[src/brw_pkg.sv]
// ----------------------------------------------------------------------------
// Block reconstruction write-back package
// Shared beat types, register indexes, code names and the block placement
// tables used by the pipeline stages.
// ----------------------------------------------------------------------------
package brw_pkg;

    localparam int FW_W     = 12;   // frame_width register
    localparam int LINE_W   = 12;   // line number inside the plane
    localparam int COL_W    = 12;   // column inside the plane
    localparam int OFFS_W   = 22;   // byte offset in the plane
    localparam int PROD_W   = LINE_W + FW_W;
    localparam int CFG_IDX_W = 2;
    localparam int CFG_DATA_W = 12;
    localparam int LAST_BLOCK = 11;

    typedef enum logic [CFG_IDX_W-1:0] {
        REG_FRAME_WIDTH  = 2'd0,
        REG_CHROMA_MODE  = 2'd1,
        REG_PICTURE_MODE = 2'd2,
        REG_UNUSED       = 2'd3
    } reg_index_t;

    localparam logic [1:0] CF_NONE = 2'd0;
    localparam logic [1:0] CF_420  = 2'd1;
    localparam logic [1:0] CF_422  = 2'd2;
    localparam logic [1:0] CF_444  = 2'd3;

    localparam logic [1:0] PS_NONE   = 2'd0;
    localparam logic [1:0] PS_TOP    = 2'd1;
    localparam logic [1:0] PS_BOTTOM = 2'd2;
    localparam logic [1:0] PS_FRAME  = 2'd3;

    localparam logic [1:0] PLANE_Y  = 2'd0;
    localparam logic [1:0] PLANE_CB = 2'd1;
    localparam logic [1:0] PLANE_CR = 2'd2;

    localparam logic [FW_W-1:0] FRAME_WIDTH_RESET = 12'd720;

    typedef struct packed {
        logic signed [9:0] residual;
        logic [7:0]        prediction_pixel;
        logic              intra_flag;
        logic [3:0]        block_index;
        logic [10:0]       mb_x;
        logic [10:0]       mb_y;
        logic              field_dct;
        logic [2:0]        row_in_block;
        logic [2:0]        col_in_block;
    } in_beat_t;

    typedef struct packed {
        logic [1:0]        plane_select;
        logic [OFFS_W-1:0] pixel_offset;
        logic [7:0]        pixel_value;
    } out_beat_t;

    typedef struct packed {
        logic [FW_W-1:0] frame_width;
        logic [1:0]      chroma_mode;
        logic [1:0]      picture_mode;
    } cfg_t;

    // After decode: plane line number and column, still to be scaled.
    typedef struct packed {
        logic [1:0]        plane_select;
        logic [LINE_W-1:0] line;
        logic [COL_W-1:0]  column;
        logic [7:0]        pixel_value;
    } dec_beat_t;

    // After the multiplier: line start offset, column still to be added.
    typedef struct packed {
        logic [1:0]        plane_select;
        logic [OFFS_W-1:0] line_base;
        logic [COL_W-1:0]  column;
        logic [7:0]        pixel_value;
    } mul_beat_t;

    function automatic logic [1:0] plane_of_block(input logic [3:0] blk);
        logic [1:0] p;
        case (blk)
            4'd0, 4'd1, 4'd2, 4'd3:    p = PLANE_Y;
            4'd4, 4'd6, 4'd8, 4'd10:   p = PLANE_CB;
            4'd5, 4'd7, 4'd9, 4'd11:   p = PLANE_CR;
            default:                   p = PLANE_Y;
        endcase
        return p;
    endfunction

    function automatic logic [3:0] col_off_of_block(input logic [3:0] blk);
        logic [3:0] c;
        case (blk)
            4'd1, 4'd3, 4'd8, 4'd9, 4'd10, 4'd11: c = 4'd8;
            default:                              c = 4'd0;
        endcase
        return c;
    endfunction

    function automatic logic [4:0] lower_line_off(input logic [1:0] ps, input logic dct);
        logic [4:0] o;
        case (ps)
            PS_NONE:   o = 5'd0;
            PS_TOP:    o = 5'd16;
            PS_BOTTOM: o = 5'd17;
            PS_FRAME:  o = dct ? 5'd1 : 5'd8;
            default:   o = 5'd0;
        endcase
        return o;
    endfunction

    function automatic logic [4:0] upper_line_off(input logic [1:0] ps);
        logic [4:0] o;
        case (ps)
            PS_BOTTOM: o = 5'd1;
            default:   o = 5'd0;
        endcase
        return o;
    endfunction

endpackage

[src/brw_decode.sv]
// ----------------------------------------------------------------------------
// Block reconstruction decode stage
// Places the sample in its plane (line and column before scaling by the
// line length) and reconstructs the clipped pixel value.
// ----------------------------------------------------------------------------
module brw_decode (
    input  logic                 aclk,
    input  logic                 aresetn,
    input  brw_pkg::cfg_t        cfg,
    input  logic                 in_valid,
    output logic                 in_ready,
    input  brw_pkg::in_beat_t    in_beat,
    output logic                 out_valid,
    input  logic                 out_ready,
    output brw_pkg::dec_beat_t   out_beat
);
    import brw_pkg::*;

    logic        valid_reg;
    dec_beat_t   beat_reg;
    dec_beat_t   beat_next;
    logic        keep;
    logic [1:0]  plane;
    logic        xs;
    logic        ys;
    logic        ss;
    logic [4:0]  yoff;
    logic [10:0] y_scaled;
    logic [10:0] x_scaled;
    logic signed [10:0] sum;

    assign in_ready  = !valid_reg || out_ready;
    assign out_valid = valid_reg;
    assign out_beat  = beat_reg;

    // Blocks beyond the last index are swallowed without a result.
    assign keep = in_beat.block_index <= 4'(LAST_BLOCK);

    always_comb begin
        plane = plane_of_block(in_beat.block_index);
        xs = (plane != PLANE_Y) &&
             (cfg.chroma_mode == CF_420 || cfg.chroma_mode == CF_422);
        ys = (plane != PLANE_Y) && (cfg.chroma_mode == CF_420);

        ss = 1'b0;
        if (cfg.chroma_mode != CF_NONE && cfg.picture_mode != PS_NONE) begin
            if (cfg.picture_mode != PS_FRAME) begin
                ss = 1'b1;
            end else if (plane == PLANE_Y || cfg.chroma_mode == CF_422 ||
                         cfg.chroma_mode == CF_444) begin
                ss = in_beat.field_dct;
            end
        end

        yoff = in_beat.block_index[1]
             ? lower_line_off(cfg.picture_mode, in_beat.field_dct)
             : upper_line_off(cfg.picture_mode);

        y_scaled = ys ? (in_beat.mb_y >> 1) : in_beat.mb_y;
        x_scaled = xs ? (in_beat.mb_x >> 1) : in_beat.mb_x;

        // Rows step by one or two lines; folding them into the line number
        // leaves a single multiply by the line length.
        beat_next.plane_select = plane;
        beat_next.line   = LINE_W'(y_scaled) + LINE_W'(yoff)
                         + (LINE_W'(in_beat.row_in_block) << ss);
        beat_next.column = COL_W'(x_scaled) + COL_W'(col_off_of_block(in_beat.block_index))
                         + COL_W'(in_beat.col_in_block);

        sum = in_beat.intra_flag ? 11'(in_beat.residual)
            : 11'(in_beat.residual) + $signed({3'b000, in_beat.prediction_pixel});
        if (sum < 0) begin
            beat_next.pixel_value = 8'd0;
        end else if (sum > 11'sd255) begin
            beat_next.pixel_value = 8'd255;
        end else begin
            beat_next.pixel_value = sum[7:0];
        end
    end

    always_ff @(posedge aclk) begin
        if (!aresetn) begin
            valid_reg <= 1'b0;
        end else if (in_ready) begin
            valid_reg <= in_valid && keep;
        end
    end

    always_ff @(posedge aclk) begin
        if (in_ready && in_valid) begin
            beat_reg <= beat_next;
        end
    end

endmodule

[src/brw_scale.sv]
// ----------------------------------------------------------------------------
// Block reconstruction line scaling stage
// Multiplies the plane line number by the line length to give the byte
// offset of the line start.
// ----------------------------------------------------------------------------
module brw_scale (
    input  logic                          aclk,
    input  logic                          aresetn,
    input  logic [brw_pkg::FW_W-1:0]      frame_width,
    input  logic                          in_valid,
    output logic                          in_ready,
    input  brw_pkg::dec_beat_t            in_beat,
    output logic                          out_valid,
    input  logic                          out_ready,
    output brw_pkg::mul_beat_t            out_beat
);
    import brw_pkg::*;

    logic              valid_reg;
    mul_beat_t         beat_reg;
    mul_beat_t         beat_next;
    logic [PROD_W-1:0] product;

    assign in_ready  = !valid_reg || out_ready;
    assign out_valid = valid_reg;
    assign out_beat  = beat_reg;

    always_comb begin
        product = PROD_W'(in_beat.line) * PROD_W'(frame_width);
        beat_next.plane_select = in_beat.plane_select;
        beat_next.line_base    = product[OFFS_W-1:0];
        beat_next.column       = in_beat.column;
        beat_next.pixel_value  = in_beat.pixel_value;
    end

    always_ff @(posedge aclk) begin
        if (!aresetn) begin
            valid_reg <= 1'b0;
        end else if (in_ready) begin
            valid_reg <= in_valid;
        end
    end

    always_ff @(posedge aclk) begin
        if (in_ready && in_valid) begin
            beat_reg <= beat_next;
        end
    end

endmodule

[src/brw_output.sv]
// ----------------------------------------------------------------------------
// Block reconstruction output stage
// Adds the column to the line start, wrapping in the offset width, and holds
// the result beat for the downstream side.
// ----------------------------------------------------------------------------
module brw_output (
    input  logic                 aclk,
    input  logic                 aresetn,
    input  logic                 in_valid,
    output logic                 in_ready,
    input  brw_pkg::mul_beat_t   in_beat,
    output logic                 out_valid,
    input  logic                 out_ready,
    output brw_pkg::out_beat_t   out_beat
);
    import brw_pkg::*;

    logic        valid_reg;
    out_beat_t   beat_reg;
    out_beat_t   beat_next;

    assign in_ready  = !valid_reg || out_ready;
    assign out_valid = valid_reg;
    assign out_beat  = beat_reg;

    always_comb begin
        beat_next.plane_select = in_beat.plane_select;
        beat_next.pixel_offset = in_beat.line_base + OFFS_W'(in_beat.column);
        beat_next.pixel_value  = in_beat.pixel_value;
    end

    always_ff @(posedge aclk) begin
        if (!aresetn) begin
            valid_reg <= 1'b0;
        end else if (in_ready) begin
            valid_reg <= in_valid;
        end
    end

    always_ff @(posedge aclk) begin
        if (in_ready && in_valid) begin
            beat_reg <= beat_next;
        end
    end

endmodule

[src/block_reconstruction_writeback.sv]
// ----------------------------------------------------------------------------
// Block reconstruction write-back
// Places one reconstructed sample of an 8x8 block in its Y, Cb or Cr plane
// and returns the plane, the byte offset and the clipped pixel.
//
//   Port group   Direction  Content
//   s_*          in         one sample with its macroblock context
//   m_*          out        plane, byte offset in the plane, pixel value
//   cfg_*        in         register write, no wait and no read-back
//
// One beat is taken every cycle unless a stall on m_ready has filled every
// stage. The depth is set by decode, the line-length multiplier and the
// offset adder, one register stage each.
// Reset clears the stage valid bits and loads the register reset values.
// A stall on m_ready holds the output stage and each full stage directly behind it; empty stages still fill.
// Beats with a block index above eleven give no result.
// ----------------------------------------------------------------------------
module block_reconstruction_writeback (
    input  logic                               aclk,
    input  logic                               aresetn,
    input  logic                               s_valid,
    output logic                               s_ready,
    input  brw_pkg::in_beat_t                  s_data,
    output logic                               m_valid,
    input  logic                               m_ready,
    output brw_pkg::out_beat_t                 m_data,
    input  logic                               cfg_wr_en,
    input  logic [brw_pkg::CFG_IDX_W-1:0]      cfg_index,
    input  logic [brw_pkg::CFG_DATA_W-1:0]     cfg_wdata
);
    import brw_pkg::*;

    cfg_t       cfg_reg;
    dec_beat_t  dec_beat;
    mul_beat_t  mul_beat;
    logic       dec_valid;
    logic       dec_ready;
    logic       mul_valid;
    logic       mul_ready;

    always_ff @(posedge aclk) begin
        if (!aresetn) begin
            cfg_reg.frame_width  <= FRAME_WIDTH_RESET;
            cfg_reg.chroma_mode  <= CF_420;
            cfg_reg.picture_mode <= PS_FRAME;
        end else if (cfg_wr_en) begin
            case (reg_index_t'(cfg_index))
                REG_FRAME_WIDTH:  cfg_reg.frame_width  <= cfg_wdata[FW_W-1:0];
                REG_CHROMA_MODE:  cfg_reg.chroma_mode  <= cfg_wdata[1:0];
                REG_PICTURE_MODE: cfg_reg.picture_mode <= cfg_wdata[1:0];
                default: ;
            endcase
        end
    end

    brw_decode u_decode (
        .aclk      (aclk),
        .aresetn   (aresetn),
        .cfg       (cfg_reg),
        .in_valid  (s_valid),
        .in_ready  (s_ready),
        .in_beat   (s_data),
        .out_valid (dec_valid),
        .out_ready (dec_ready),
        .out_beat  (dec_beat)
    );

    brw_scale u_scale (
        .aclk        (aclk),
        .aresetn     (aresetn),
        .frame_width (cfg_reg.frame_width),
        .in_valid    (dec_valid),
        .in_ready    (dec_ready),
        .in_beat     (dec_beat),
        .out_valid   (mul_valid),
        .out_ready   (mul_ready),
        .out_beat    (mul_beat)
    );

    brw_output u_output (
        .aclk      (aclk),
        .aresetn   (aresetn),
        .in_valid  (mul_valid),
        .in_ready  (mul_ready),
        .in_beat   (mul_beat),
        .out_valid (m_valid),
        .out_ready (m_ready),
        .out_beat  (m_data)
    );

endmodule

[config.mk]
export PLATFORM = sky130hd
export DESIGN_NAME = block_reconstruction_writeback
export DESIGN_NICKNAME = d
export VERILOG_FILES = /design/src/brw_pkg.sv /design/src/brw_decode.sv /design/src/brw_scale.sv /design/src/brw_output.sv /design/src/block_reconstruction_writeback.sv
export SDC_FILE = /design/constraint.sdc
export NUM_CORES = 1
export LEC_CHECK = 0
export ABC_AREA = 0
export ABC_CLOCK_PERIOD_IN_PS = 5850
export BUFFER_PORTS_ARGS = -buffer_cell sky130_fd_sc_hd__buf_4
export CORE_UTILIZATION = 50
export DETAILED_ROUTE_END_ITERATION = 12
export PLACE_DENSITY = 0.69
export SYNTH_ARGS = -nofsm -noshare
export SYNTH_HDL_FRONTEND = slang
export SYNTH_HIERARCHICAL = 1
export SYNTH_SLANG_ARGS = --single-unit
[constraint.sdc]
create_clock -name aclk -period 5.85 [get_ports aclk]
set_input_delay 1.17 -clock aclk [delete_from_list [all_inputs] [get_ports aclk]]
set_output_delay 1.17 -clock aclk [all_outputs]
set_load 0.005 [all_outputs]
==> flow_summary_export.csv <==
group,metric,value,unit
routing,drtPass1Iterations,9,
placed_design,post-place-cells,1449,
clocking,ctsHoldBuffers,0,
finish,regArea,0.00368,sq mm
run_status,violations,"DRC",
timing,clock-skew-final,0.0137,ns
timing,clock.fmax,0.193,GHz
floorplan,fp.coreArea,0.0220,sq mm
finish,num-fill-cells,1888,
yosys,synth_flop_cell,"edfxtp_1",
yosys,async_flop_share,0,%
critical_path,cp.required,6.01,ns
clocking,ctsResizeCount,0,
power,leakagePower,0.00577,uW
routing,drt_iter0_drc,466,
yosys,synthesis.area,0.0113,sq mm
critical_path,slowest_stage,"edfxtp_1",
clocking,post_cts_buffers,0,
critical_path,critPathMaxStageDelay,0.57,ns
global_routing,grt-ovfl-total,0,
finish,largest_register_ff_count,44,
floorplan,fp.dieArea,0.0232,sq mm
finish,final_common_cell,"inv_1",
timing,fin_tns_setup,0,ns
critical_path,critPathMostFrequentCell,"fa_1",
run_status,outcome,"finished with violations",
min_path,hold_class,"flop to flop",
finish,n_antenna_cell,0,
global_routing,track_usage,20.3,%
yosys,synthDistinctLibCells,69,
global_routing,antenna_found_initial,0,
clocking,numCtsBuffers,17,
critical_path,crit_arrival,5.34,ns
clocking,htree_levels,4,
job,cap_viol_max_count,0,
placed_design,gp_congestion,0.857,
critical_path,start_kind,"flop",
yosys,synth-edff-count,110,
global_routing,first_global_vias,7818,
yosys,synth_area_leaders,"edfxtp_1, fa_1, ha_1, inv_1, nand2_1",
routing,wl_per_cell,15.0,microns
critical_path,crit_type,"flop to flop",
yosys,yosysWarningCount,6,
floorplan,fp.dieH,152,microns
placed_design,post-dp-hpwl,17400,microns
power,cellPowerDensity,483,mW/mm^2
floorplan,io_pins,105,
finish,mostFrequentLayoutCells,"inv_1, nand2_1, edfxtp_1, buf_4, fa_1",
timing,min_period,5.19,ns
placed_design,portBuffers,104,
yosys,synth_top_cell_area_share,29.3,%
timing,worst_pin_slew,0.992,ns
clocking,clock_path_buffers,2,
yosys,postSynthCellCount,1097,
clocking,clock-root-buffer,"clkbuf_16",
yosys,avgSynthCellArea,10.3,sq um
routing,ant_nets,0,
clocking,cts_sinks,129,
yosys,yosysTopAreaCell,"edfxtp_1",
yosys,ys_ff_latch,129,
global_routing,grt_max_degree,45,
timing,rsz0062_at_grt,"false",
clocking,cts_tree,"built",
critical_path,path_delay_family,"adder cells",
timing,timing.final.crit_share,88.7,%
critical_path,critPathMaxFanout,12,
routing,routed-via-count,7722,
global_routing,grt_pass1_wl,37800,microns
finish,fin_cells,1480,
yosys,seq_area_frac_synth,32.6,%
critical_path,cp_num_buf_inv,4,
clocking,insertion_delay,0.42,ns
critical_path,path_cells,"and2_1, fa_1, inv_1, fa_1, inv_1, fa_1, fa_1, inv_1, fa_1, inv_1, ha_1, nand3_1, or4_1, nor3_1, nor3b_1, xnor2_1",
yosys,syn_nets,1365,
finish,fin_nets,1456,
floorplan,core.rowCount,54,
finish,post-route-util,58.3,%
timing,setup_violations,0,
routing,post-route-drc-count,5,
finish,drive_above_1_share,13.8,%
timing,relSlewSlack,33.9,%
finish,syn2layout_area_growth,13.4,%
finish,multi_input_area,0.00687,sq mm
critical_path,worst_setup_path_end_kind,"flop",
power,peakVddDrop,0.000459,V
clocking,cts.reportedPaths.clkPinSlew,0.06,ns
routing,vias_per_cell,5.22,
timing,hold_viol_final,0,
power,power,6190,uW
floorplan,die_x,152,microns
routing,wirelength,22200,microns
timing,finalMaxSlewViolations,0,
floorplan,start_util,51.4,%
layout make-up:
class	instances	area share, %
Multi-Input combinational cell	779	53.6
Sequential cell	129	28.8
Timing Repair Buffer	107	6.28
Inverter	154	4.52
Clock buffer	17	3.32
Tap cell	280	2.74
Clock inverter	14	0.733
power by group:
| part | internal, uW | switching, uW | total (uW) | leakage [uW] |
|---|---|---|---|---|
| clock | 536 | 414 | 950 | 0.000245 |
| combinational | 1630 | 2180 | 3810 | 0.00433 |
| sequential | 1310 | 114 | 1430 | 0.00119 |
| total | 3480 | 2710 | 6190 | 0.00577 |
metrics by stage:
stage | setup slack [ns] | cell area (sq um) | hold slack, ns
2_1_floorplan | 0.918 | 11300 | 0.400
3_3_place_gp | 0.774 | 12300 | 0.401
3_5_place_dp | 0.659 | 12300 | 0.405
4_1_cts | 0.653 | 12800 | 0.416
5_1_grt | 0.436 | 12800 | 0.422
6_report | 0.663 | 12800 | 0.414
kinds of logic after synthesis:
| kind of cell | after synthesis | share of synthesized area (%) |
|---|---|---|
| xor+xnor | 63 | 4.96 |
| fa+ha+maj | 197 | 28.8 |
| buf+inv | 189 | 6.53 |
| simple gates | 339 | 15.1 |
| compound gates | 153 | 9.50 |
| mux | 27 | 2.46 |
| flops | 129 | 32.6 |
Yosys cell counts (11+ instances only):
library cell and number:
clkbuf_1 28, dfxtp_1 19, edfxtp_1 110, xor2_1 30, o211ai_1 11, and2_1 70
fa_1 105, xnor2_1 32, nor2b_1 11, a21oi_1 46, o21ai_0 13, ha_1 92
nand2_1 151, nand3_1 18, mux2i_1 21, a21o_1 14, nor2_1 35, inv_1 154
routing by layer:
metal	track usage, %	vias up	wire [microns]
met2	33.9	213	10600
met4	6.22	0	355
li1	-	3827	-
met1	26.9	3652	10300
met5	0	-	0
met3	3.41	30	1050
final timing paths:
check | start | slack (ns) | to | cells past startpoint
worst max-delay path | u_decode/out_beat[25] | 0.66 | u_scale/out_beat[41] | 16
worst min register to register | u_decode/out_beat[13] | 0.41 | u_scale/out_beat[13] | 0
worst max register to register | u_decode/out_beat[25] | 0.66 | u_scale/out_beat[41] | 16
worst min-delay path | u_decode/out_beat[13] | 0.41 | u_scale/out_beat[13] | 0
Power figures use the tool's default switching activity.
